$ cat config.mk
export PLATFORM = sky130hd
export DESIGN_NAME = packed_bitmap_line_walker
export DESIGN_NICKNAME = d
export VERILOG_FILES = /design/src/sv/pblw_pkg.sv /design/src/sv/packed_bitmap_line_walker.sv
export SDC_FILE = /design/constraint.sdc
export NUM_CORES = 1
export LEC_CHECK = 0
export BUFFER_PORTS_ARGS = -buffer_cell sky130_fd_sc_hd__buf_2
export CAP_MARGIN = 20
export CORE_MARGIN = 4
export CORE_UTILIZATION = 25
export CTS_BUF_LIST = sky130_fd_sc_hd__clkbuf_2
export DETAILED_ROUTE_END_ITERATION = 6
export PLACE_DENSITY = 0.51
export SLEW_MARGIN = 5
export SYNTH_ARGS = -nofsm -noshare
export SYNTH_HDL_FRONTEND = slang
export SYNTH_SLANG_ARGS = --single-unit
$ cat constraint.sdc
create_clock -name clk_i -period 4 [get_ports clk_i]
set_clock_uncertainty 0.15 [all_clocks]
set_input_delay 0.2 -clock clk_i [delete_from_list [all_inputs] [get_ports clk_i]]
set_output_delay 0.2 -clock clk_i [all_outputs]
set_load 0.01 [all_outputs]
$ cat src/sv/pblw_pkg.sv
// pblw_pkg: shared constants and types for the packed bitmap line walker
// no dependencies; imported by packed_bitmap_line_walker

`default_nettype none

package pblw_pkg;

  localparam int unsigned COORD_BITS     = 8;
  localparam int unsigned ERR_BITS       = COORD_BITS + 2;
  localparam int unsigned ROW_BYTES_BITS = 6;
  localparam int unsigned OFFSET_BITS    = 13;
  localparam int unsigned MASK_BITS      = 8;
  localparam int unsigned PROD_BITS      = ROW_BYTES_BITS + COORD_BITS;
  localparam int unsigned IN_DATA_BITS   = ((4 * COORD_BITS + 7) / 8) * 8;
  localparam int unsigned OUT_DATA_BITS  = ((OFFSET_BITS + MASK_BITS + 7) / 8) * 8;

  localparam logic [ROW_BYTES_BITS-1:0] ROW_BYTES_RESET = ROW_BYTES_BITS'(30);
  localparam logic [MASK_BITS-1:0]      MASK_LEFT       = 8'h80;

  typedef enum logic {
    OP_START   = 1'b0,
    OP_ADVANCE = 1'b1
  } op_e;

  typedef logic [COORD_BITS-1:0] coord_t;
  typedef logic signed [ERR_BITS-1:0] err_t;

endpackage : pblw_pkg

`default_nettype wire

$ cat src/sv/packed_bitmap_line_walker.sv
// packed_bitmap_line_walker: incremental line walker for a 1 bpp packed framebuffer
// depends on pblw_pkg for widths, reset values and the command codes
//
// usage:
//   slave stream carries commands; tuser is the op (start or advance), tdata the
//   start and end points. a start transfer loads a line and returns nothing.
//   each advance transfer on an active line returns one pixel on the master
//   stream as byte offset and msb-first bit mask; tlast marks the final pixel.
//   the end point itself is never returned, a zero-length line returns nothing,
//   and an advance while idle is dropped. the user must write row_bytes through
//   cfg_we_i / cfg_wdata_i only while the block is idle; nothing checks this.
// timing:
//   one command per cycle unless stalled; an advance's pixel is on the master
//   stream in the next cycle. the walker state and the output register are
//   the only stages, with one multiply and add for the offset between them.
// reset:
//   rst_ni clears the walker to idle, row_bytes returns to 30, no output valid.
// stall:
//   while a result waits with m_axis_tready low, s_axis_tready drops;
//   a taken result frees the register for a new command in the same cycle.

`default_nettype none

module packed_bitmap_line_walker
  import pblw_pkg::*;
(
  input  wire                        clk_i,
  input  wire                        rst_ni,
  input  wire                        cfg_we_i,
  input  wire  [ROW_BYTES_BITS-1:0]  cfg_wdata_i,     // row_bytes
  input  wire                        s_axis_tvalid,
  output logic                       s_axis_tready,
  input  wire  [IN_DATA_BITS-1:0]    s_axis_tdata,    // x_start, y_start, x_end, y_end
  input  wire                        s_axis_tuser,    // op
  output logic                       m_axis_tvalid,
  input  wire                        m_axis_tready,
  output logic [OUT_DATA_BITS-1:0]   m_axis_tdata,    // byte_offset, bit_mask
  output logic                       m_axis_tlast
);

  logic [ROW_BYTES_BITS-1:0] row_bytes_q;
  coord_t cur_col_q, cur_col_d, cur_row_q, cur_row_d;
  coord_t end_col_q, end_col_d, end_row_q, end_row_d;
  coord_t delta_col_q, delta_col_d, delta_row_q, delta_row_d;
  err_t   err_q, err_d;
  logic   col_inc_q, col_inc_d, row_inc_q, row_inc_d;
  logic   active_q, active_d;

  logic                     out_valid_q, out_valid_d;
  logic [OFFSET_BITS-1:0]   offset_q, offset_d;
  logic [MASK_BITS-1:0]     mask_q, mask_d;
  logic                     last_q, last_d;

  logic   accept;
  logic   produce;
  coord_t x0, y0, x1, y1;
  coord_t step_col, step_row;
  logic [PROD_BITS-1:0] row_base;
  err_t   dcol_ext, drow_ext;

  assign accept  = s_axis_tvalid && s_axis_tready;
  assign produce = accept && (op_e'(s_axis_tuser) == OP_ADVANCE) && active_q;

  assign x0 = s_axis_tdata[0*COORD_BITS +: COORD_BITS];
  assign y0 = s_axis_tdata[1*COORD_BITS +: COORD_BITS];
  assign x1 = s_axis_tdata[2*COORD_BITS +: COORD_BITS];
  assign y1 = s_axis_tdata[3*COORD_BITS +: COORD_BITS];

  assign s_axis_tready = !out_valid_q || m_axis_tready;

  assign step_col = col_inc_q ? cur_col_q + 1'b1 : cur_col_q - 1'b1;
  assign step_row = row_inc_q ? cur_row_q + 1'b1 : cur_row_q - 1'b1;
  assign dcol_ext = $signed({{(ERR_BITS-COORD_BITS){1'b0}}, delta_col_q});
  assign drow_ext = $signed({{(ERR_BITS-COORD_BITS){1'b0}}, delta_row_q});
  assign row_base = PROD_BITS'(row_bytes_q) * PROD_BITS'(cur_row_q);

  always_comb begin
    cur_col_d   = cur_col_q;
    cur_row_d   = cur_row_q;
    end_col_d   = end_col_q;
    end_row_d   = end_row_q;
    delta_col_d = delta_col_q;
    delta_row_d = delta_row_q;
    err_d       = err_q;
    col_inc_d   = col_inc_q;
    row_inc_d   = row_inc_q;
    active_d    = active_q;
    offset_d    = OFFSET_BITS'(row_base + PROD_BITS'(cur_col_q >> 3));
    mask_d      = MASK_LEFT >> cur_col_q[2:0];
    last_d      = 1'b0;
    if (accept && op_e'(s_axis_tuser) == OP_START) begin
      cur_col_d   = x0;
      cur_row_d   = y0;
      end_col_d   = x1;
      end_row_d   = y1;
      col_inc_d   = x0 < x1;
      row_inc_d   = y0 < y1;
      delta_col_d = (x0 < x1) ? x1 - x0 : x0 - x1;
      delta_row_d = (y0 < y1) ? y1 - y0 : y0 - y1;
      err_d       = (x0 == x1) ? -err_t'(1) : '0;
      active_d    = (x0 != x1) || (y0 != y1);
    end else if (produce) begin
      if (err_q[ERR_BITS-1]) begin
        cur_row_d = step_row;
        err_d     = err_q + dcol_ext;
      end else begin
        cur_col_d = step_col;
        err_d     = err_q - drow_ext;
      end
      last_d = (cur_col_d == end_col_q) && (cur_row_d == end_row_q);
      if (last_d) begin
        active_d = 1'b0;
      end
    end
  end

  always_comb begin
    out_valid_d = out_valid_q;
    if (accept) begin
      out_valid_d = produce;
    end else if (m_axis_tready) begin
      out_valid_d = 1'b0;
    end
  end

  always_ff @(posedge clk_i or negedge rst_ni) begin
    if (!rst_ni) begin
      row_bytes_q <= ROW_BYTES_RESET;
      cur_col_q   <= '0;
      cur_row_q   <= '0;
      end_col_q   <= '0;
      end_row_q   <= '0;
      delta_col_q <= '0;
      delta_row_q <= '0;
      err_q       <= '0;
      col_inc_q   <= 1'b0;
      row_inc_q   <= 1'b0;
      active_q    <= 1'b0;
      out_valid_q <= 1'b0;
    end else begin
      if (cfg_we_i) begin
        row_bytes_q <= cfg_wdata_i;
      end
      cur_col_q   <= cur_col_d;
      cur_row_q   <= cur_row_d;
      end_col_q   <= end_col_d;
      end_row_q   <= end_row_d;
      delta_col_q <= delta_col_d;
      delta_row_q <= delta_row_d;
      err_q       <= err_d;
      col_inc_q   <= col_inc_d;
      row_inc_q   <= row_inc_d;
      active_q    <= active_d;
      out_valid_q <= out_valid_d;
    end
  end

  always_ff @(posedge clk_i) begin
    if (produce) begin
      offset_q <= offset_d;
      mask_q   <= mask_d;
      last_q   <= last_d;
    end
  end

  assign m_axis_tvalid = out_valid_q;
  assign m_axis_tdata  = OUT_DATA_BITS'({mask_q, offset_q});
  assign m_axis_tlast  = last_q;

  a_start_no_result: assert property (@(posedge clk_i) disable iff (!rst_ni)
    accept && op_e'(s_axis_tuser) == OP_START |=> !m_axis_tvalid)
    else $error("start command produced a result");

  a_idle_advance_dropped: assert property (@(posedge clk_i) disable iff (!rst_ni)
    accept && op_e'(s_axis_tuser) == OP_ADVANCE && !active_q |=> !m_axis_tvalid)
    else $error("advance on idle walker produced a result");

  a_last_ends_line: assert property (@(posedge clk_i) disable iff (!rst_ni)
    m_axis_tvalid && m_axis_tlast |-> !active_q)
    else $error("line still active after its last pixel");

  a_mask_onehot: assert property (@(posedge clk_i) disable iff (!rst_ni)
    m_axis_tvalid |-> $onehot(m_axis_tdata[OFFSET_BITS +: MASK_BITS]))
    else $error("bit mask not one-hot");

endmodule : packed_bitmap_line_walker

`default_nettype wire
==> flow_metrics.env, run 1 <==
export IMPL_htreeDepth=3
export IMPL_start_util_pct=25.3
export IMPL_grt_pass1_wl_um=35200
export IMPL_status="finished, violations left"
export IMPL_hpwl_um=17100
export IMPL_worst_ep_arrival_time_ns=4.32
export IMPL_synth_area_top_cells="dfrtp_1, ha_1, edfxtp_1"
export IMPL_ys_types=76
export IMPL_antenna_found_initial=0
export IMPL_rows=65
export IMPL_die_y_um=187
export IMPL_min_path_type="in2async"
export IMPL_cts_inserted_buffers=9
export IMPL_n_antenna_cell=0
export IMPL_root_buffer="clkbuf_2"
export IMPL_crit_fanout=5
export IMPL_timing_final_crit_share_pct=103
export IMPL_cts_sinks=90
export IMPL_area_growth_pct=24.7
export IMPL_path_class="reg2reg"
export IMPL_die_w_um=187
export IMPL_synth_edff_count=22
export IMPL_overflow=0
export IMPL_drt_drc_violations_left=0
export IMPL_cp_end_kind="register"
export IMPL_drt_iter0_drc=264
export IMPL_violations="negative setup slack"
export IMPL_relSlewSlack_pct=49.2
export IMPL_cts_tree="yes"
export IMPL_globalplace_congestion=0.837
export IMPL_final_cell_mix="nand2_1, ha_1, inv_1"
export IMPL_layout_commonest_cell="nand2_1"
export IMPL_synth_top_area_share_pct=20.1
export IMPL_drt_antenna_violating_nets=0
export IMPL_ys_warn_count=0
export IMPL_syn_area_per_cell_sq_um=9.21
export IMPL_min_period_ns=4.10
export IMPL_fin_cells=1425
export IMPL_dp_cells=1349
export IMPL_max_cap_violations=0
export IMPL_maxSlewViolCount=0
export IMPL_drive_gt1_share_pct=20.3
export IMPL_final_net_count=1180
export IMPL_drt_total_wl_um=21600
export IMPL_grt_pass1_vias=6770
export IMPL_num_vias=6642
export IMPL_p_leak_uw=0.00455
export IMPL_synth_seq_cells=90
export IMPL_grt_usage_pct=12.4
export IMPL_clk_latency_ns=0.59
export IMPL_io_buffers=67
export IMPL_ys_seq_area_share_pct=29.7
export IMPL_setup_slack_ns=-0.101
export IMPL_async_reset_ff_share_pct=75.6
export IMPL_syn_inst=865
export IMPL_core_area_sq_um=31500
export IMPL_clk_path_buf_depth=2
export IMPL_whs_ns=0.0320
export IMPL_io_pins=71
export IMPL_p_per_area_nw_per_um2=739
export IMPL_die_area_sq_um=34800
export IMPL_worstMarginPinSlew_ns=0.754
export IMPL_cp_start_kind="register"
export IMPL_hold_violations=0
export IMPL_yosysTopAreaCell="dfrtp_1"
export IMPL_max_vdd_ir_drop_uv=379
export IMPL_max_freq_ghz=0.244
export IMPL_grt_setup_unrepaired="true"
export IMPL_synthFlopType="dfrtp_1"
export IMPL_grt_max_degree=58
export IMPL_netlist_area_sq_um=7970
export IMPL_avgViaCountPerCell=4.66
export IMPL_crit_required_ns=4.22
export IMPL_drt_wirelength_per_cell_um=15.1
export IMPL_cts_clk_slew_worst_paths_ns=0.26
export IMPL_drt_pass1_iter_count=6
export IMPL_final_setup_viol_count=2
[area by class of cell]
cell class,instances,area [sq um]
clock buffer,10,50.0
clock inverter,6,81.3
fill,3292,21500
inverter,76,285
multi-input combinational,669,5390
sequential,90,2370
tap,402,503
timing repair buffer,172,1260
[report_power, final]
group          total, uW  internal (uW)  switching, uW  leakage [uW]
combinational       5240           2590           2660       0.00345
clock                538            207            331     0.0000814
sequential          1560           1320            237       0.00102
total               7340           4120           3220       0.00455
[logic make-up after synthesis]
group           share of synthesized area [%]
buf+inv                                  5.67
xor+xnor                                 6.59
fa+ha+maj                                21.6
flops                                    29.7
compound gates                           17.1
simple gates                             16.1
other cells                            0.0471
mux                                      3.16
[metal layers]
metal	GRT usage (%)	wire length [um]	up-vias
li1	-	-	3355
met1	15.8	9910	3160
met2	21.8	10600	97
met3	1.91	607	30
met4	3.27	444	0
met5	0	0	-
[metrics by stage]
stage	TNS (ns)	util, %	area (sq um)	setup WS (ns)	total power [uW]
5_1_grt	-0.490	31.6	9940	-0.199	8090
2_1_floorplan	0	-	8020	0.0191	4940
3_5_place_dp	-0.473	28.7	9030	-0.168	6270
6_report	-0.166	31.6	9940	-0.101	7340
3_3_place_gp	-0.282	28.7	9030	-0.119	6230
4_1_cts	-0.272	31.0	9750	-0.137	7070
[sequential cells by signal, indices dropped and copies added, names as in the netlist]
name and cells:
m_axis_tvalid 1, offset_q 13, delta_col_q 8, end_row_q 8
active_q 1, end_col_q 8, m_axis_tlast 1, cur_row_q 8
cur_col_q 8, err_q 10, mask_q 8, delta_row_q 8
col_inc_q 1, row_bytes_q 6, row_inc_q 1
[synthesized netlist by cell type, types with 3 or more instances]
cell and n:
a2111oi_0 3, a211oi_1 6, a21o_1 10, a21oi_1 48, a221o_1 7, a22oi_1 10, a31oi_1 3, and2_1 35
and2_2 4, and3_1 7, buf_2 4, buf_4 3, buf_6 4, clkbuf_1 19, dfrtp_1 64, dfstp_2 4
edfxtp_1 22, fa_1 33, ha_1 85, inv_1 75, mux2_2 8, mux2i_1 15, nand2_1 86, nand2b_1 6
nand3_1 8, nand3b_1 4, nand4_1 8, nor2_1 38, nor2b_1 11, nor3_1 25, nor4_1 5, o21a_1 6
o21ai_0 70, o21ai_1 5, o21bai_1 3, o221ai_1 3, or3_1 9, xnor2_1 37, xor2_1 23
[worst max-delay path, cell delays in order (launching register included)]
cell,delay (ns)
dfstp_2,0.64
buf_6,0.11
and2_4,0.13
fa_1,0.41
fa_1,0.47
fa_1,0.59
ha_4,0.21
ha_4,0.16
or3_1,0.34
o211a_1,0.15
a41oi_2,0.26
nor2b_4,0.19
xnor2_1,0.06
[what timing repair did]
item / 4_1_cts / 5_1_grt
endpoints found under the setup margin: 5 / 5
pin swaps: 16 / 33
hold buffers: 50 / 0
gates resized for setup: 14 / 35
setup buffers: 5 / 5
endpoints found under the hold margin: 84 / 0
[path summary, 6_finish.rpt]
check / endpoint / slack (ns) / from / depth (start not counted)
worst max-delay path: offset_q[10] / -0.10 / row_bytes_q[2] / 12
worst min-delay path: delta_row_q[0] / 0.03 / rst_ni / 2
worst max register to register: offset_q[10] / -0.10 / row_bytes_q[2] / 12
worst min register to register: delta_col_q[4] / 0.36 / delta_col_q[4] / 2
max in group asynchronous: end_col_q[0] / 2.64 / rst_ni / 3
min in group clk_i: cur_col_q[0] / 0.26 / s_axis_tdata[0] / 3
(Power assumes the default switching activity.)
==> run 2, diff against run 1 <==
- HOLD_SLACK_MARGIN: default -> 0.06
==> run 2 against run 1 <==
- the flow still finishes with violations (negative setup slack)
- highest routed layer unchanged
- clock power barely moved
- largest power group unchanged
- sequential share of layout area fell by 0.14 points
- power rose by 0.21%
- clock-buffer cell count did not move
- non-clock buffer count rose by 5
- sequential cell count did not move
- wire length rose by 0.89%
==> flow_metrics.env, run 2 (synthesis results as in run 1) <==
export IMPL_drt_wirelength_per_cell_um=15.2
export IMPL_reg_top3="offset_q x13, err_q x10"
export IMPL_max_cap_violations=0
export IMPL_p_total_uw=7360
export IMPL_hold_violations=0
export IMPL_final_cell_mix="nand2_1, ha_1, inv_1"
export IMPL_place_ws_ns=-0.168
export IMPL_grt_setup_unrepaired="true"
export IMPL_die_y_um=187
export IMPL_final_setup_viol_count=2
export IMPL_worst_ep_arrival_time_ns=4.32
export IMPL_grt_usage_pct=12.5
export IMPL_cts_clk_slew_worst_paths_ns=0.26
export IMPL_slowest_stage="dfstp_2"
export IMPL_maxSlewViolCount=0
export IMPL_root_buffer="clkbuf_2"
export IMPL_p_leak_uw=0.00458
export IMPL_cp_top_family="adder cells"
export IMPL_cts_sinks=90
export IMPL_min_path_type="in2reg"
export IMPL_fillers=3288
export IMPL_final_net_count=1185
export IMPL_crit_top_cell="fa_1"
export IMPL_path_cells="buf_6 -> and2_4 -> fa_1 -> fa_1 -> fa_1 -> ha_4 -> ha_4 -> or3_1 -> o211a_1 -> a41oi_2 -> nor2b_4 -> xnor2_1"
export IMPL_place_area_sq_um=9030
export IMPL_grt_max_degree=58
export IMPL_n_antenna_cell=0
export IMPL_num_vias=6655
export IMPL_layout_commonest_cell="nand2_1"
export IMPL_min_period_ns=4.10
export IMPL_clk_path_buf_depth=2
export IMPL_hpwl_um=17100
export IMPL_avgViaCountPerCell=4.65
export IMPL_clk_latency_ns=0.60
export IMPL_violations="negative setup slack"
export IMPL_stdcell_area_sq_um=10000
export IMPL_area_growth_pct=25.5
export IMPL_drt_pass1_iter_count=5
export IMPL_cts_inserted_buffers=9
export IMPL_path_class="reg2reg"
export IMPL_crit_buf_inv=1
export IMPL_grt_pass1_wl_um=35400
export IMPL_setup_slack_ns=-0.0977
export IMPL_die_w_um=187
export IMPL_max_freq_ghz=0.244
export IMPL_relSlewSlack_pct=50.2
export IMPL_drt_iter0_drc=294
export IMPL_drt_drc_violations_left=0
export IMPL_worstMarginPinSlew_ns=0.739
export IMPL_die_area_sq_um=34800
export IMPL_p_per_area_nw_per_um2=736
export IMPL_max_vdd_ir_drop_uv=378
export IMPL_overflow=0
export IMPL_io_buffers=67
export IMPL_timing_final_crit_share_pct=102
export IMPL_drive_gt1_share_pct=20.3
export IMPL_critPathMaxStageDelay_ns=0.64
export IMPL_start_util_pct=25.3
export IMPL_core_area_sq_um=31500
export IMPL_crit_fanout=5
export IMPL_cp_end_kind="register"
export IMPL_status="finished, violations left"
export IMPL_htreeDepth=3
export IMPL_largest_register_ffs=13
export IMPL_hp_start="s_axis_tdata[0]"
export IMPL_antenna_found_initial=0
export IMPL_cp_start_kind="register"
export IMPL_grt_pass1_vias=6794
export IMPL_drt_total_wl_um=21700
export IMPL_drt_antenna_violating_nets=0
export IMPL_crit_required_ns=4.23
export IMPL_regMostFlops="offset_q"
export IMPL_r2r_start="row_bytes_q[2]"
export IMPL_io_pins=71
export IMPL_reg2reg_slack_ns=-0.1
export IMPL_globalplace_congestion=0.837
export IMPL_rows=65
export IMPL_startpoint="row_bytes_q[2]"
export IMPL_cts_tree="yes"
run 2: changes by cell type in the layout (fill, tap and decap cells not counted):
| cell | change |
|---|---|
| dlygate4sd3_1 | +4 |
| buf_12 | +1 |
run 2: worst register-to-register path: stages (launching register included):
cell,delay (ns)
dfstp_2,0.64
buf_6,0.11
and2_4,0.13
fa_1,0.41
fa_1,0.47
fa_1,0.59
ha_4,0.21
ha_4,0.16
or3_1,0.34
o211a_1,0.15
a41oi_2,0.26
nor2b_4,0.19
xnor2_1,0.06
run 2: path summary, 6_finish.rpt:
check                            endpoint  depth (start not counted)
setup reg to reg             offset_q[10]                         12
setup / recovery             offset_q[10]                         12
hold / removal               cur_col_q[0]                          3
min in group asynchronous  row_bytes_q[4]                          3
max in group asynchronous  row_bytes_q[1]                          4
hold reg to reg            delta_col_q[4]                          2
run 2: cell type report:
cell class / instances / area [sq um] / area share [%]
Clock buffer: 10 / 50.0 / 0.501
Sequential cell: 90 / 2370 / 23.7
Timing Repair Buffer: 177 / 1320 / 13.2
Multi-Input combinational cell: 669 / 5390 / 53.9
Inverter: 76 / 285 / 2.85
Clock inverter: 6 / 81.3 / 0.813
Tap cell: 402 / 503 / 5.03
run 2: per-stage QoR:
step / setup TNS, ns / std cells / utilization (%) / hold slack [ns]
floorplan: 0 / 867 / - / -0.246
global placement: -0.282 / 1349 / 28.7 / 0.156
detailed placement: -0.473 / 1349 / 28.7 / 0.170
CTS: -0.272 / 1425 / 31.2 / 0.196
global route: -0.490 / 1430 / 31.8 / 0.221
finish: -0.159 / 1430 / 31.8 / 0.254
run 2: repair_timing:
item | in CTS | in global routing
hold buffers | 55 | 0
pin swaps | 16 | 33
endpoints found under the setup margin | 5 | 5
resized for setup | 14 | 35
endpoints found under the hold margin | 89 | 0
buffers inserted | 5 | 5
run 2: layer usage:
metal / part of all wire (%) / wire length (um) / up-vias / global-route usage [%]
li1: - / - / 3365 / -
met1: 45 / 9890 / 3158 / 16.1
met2: 49 / 10700 / 103 / 21.9
met3: 3.3 / 726 / 29 / 1.91
met4: 2.0 / 437 / 0 / 3.27
met5: 0 / 0 / - / 0
run 2: report_power, final:
part           leakage, uW  internal, uW  switching [uW]
combinational      0.00347          2600            2660
clock            0.0000814           207             334
sequential         0.00102          1320             236
total              0.00458          4130            3230
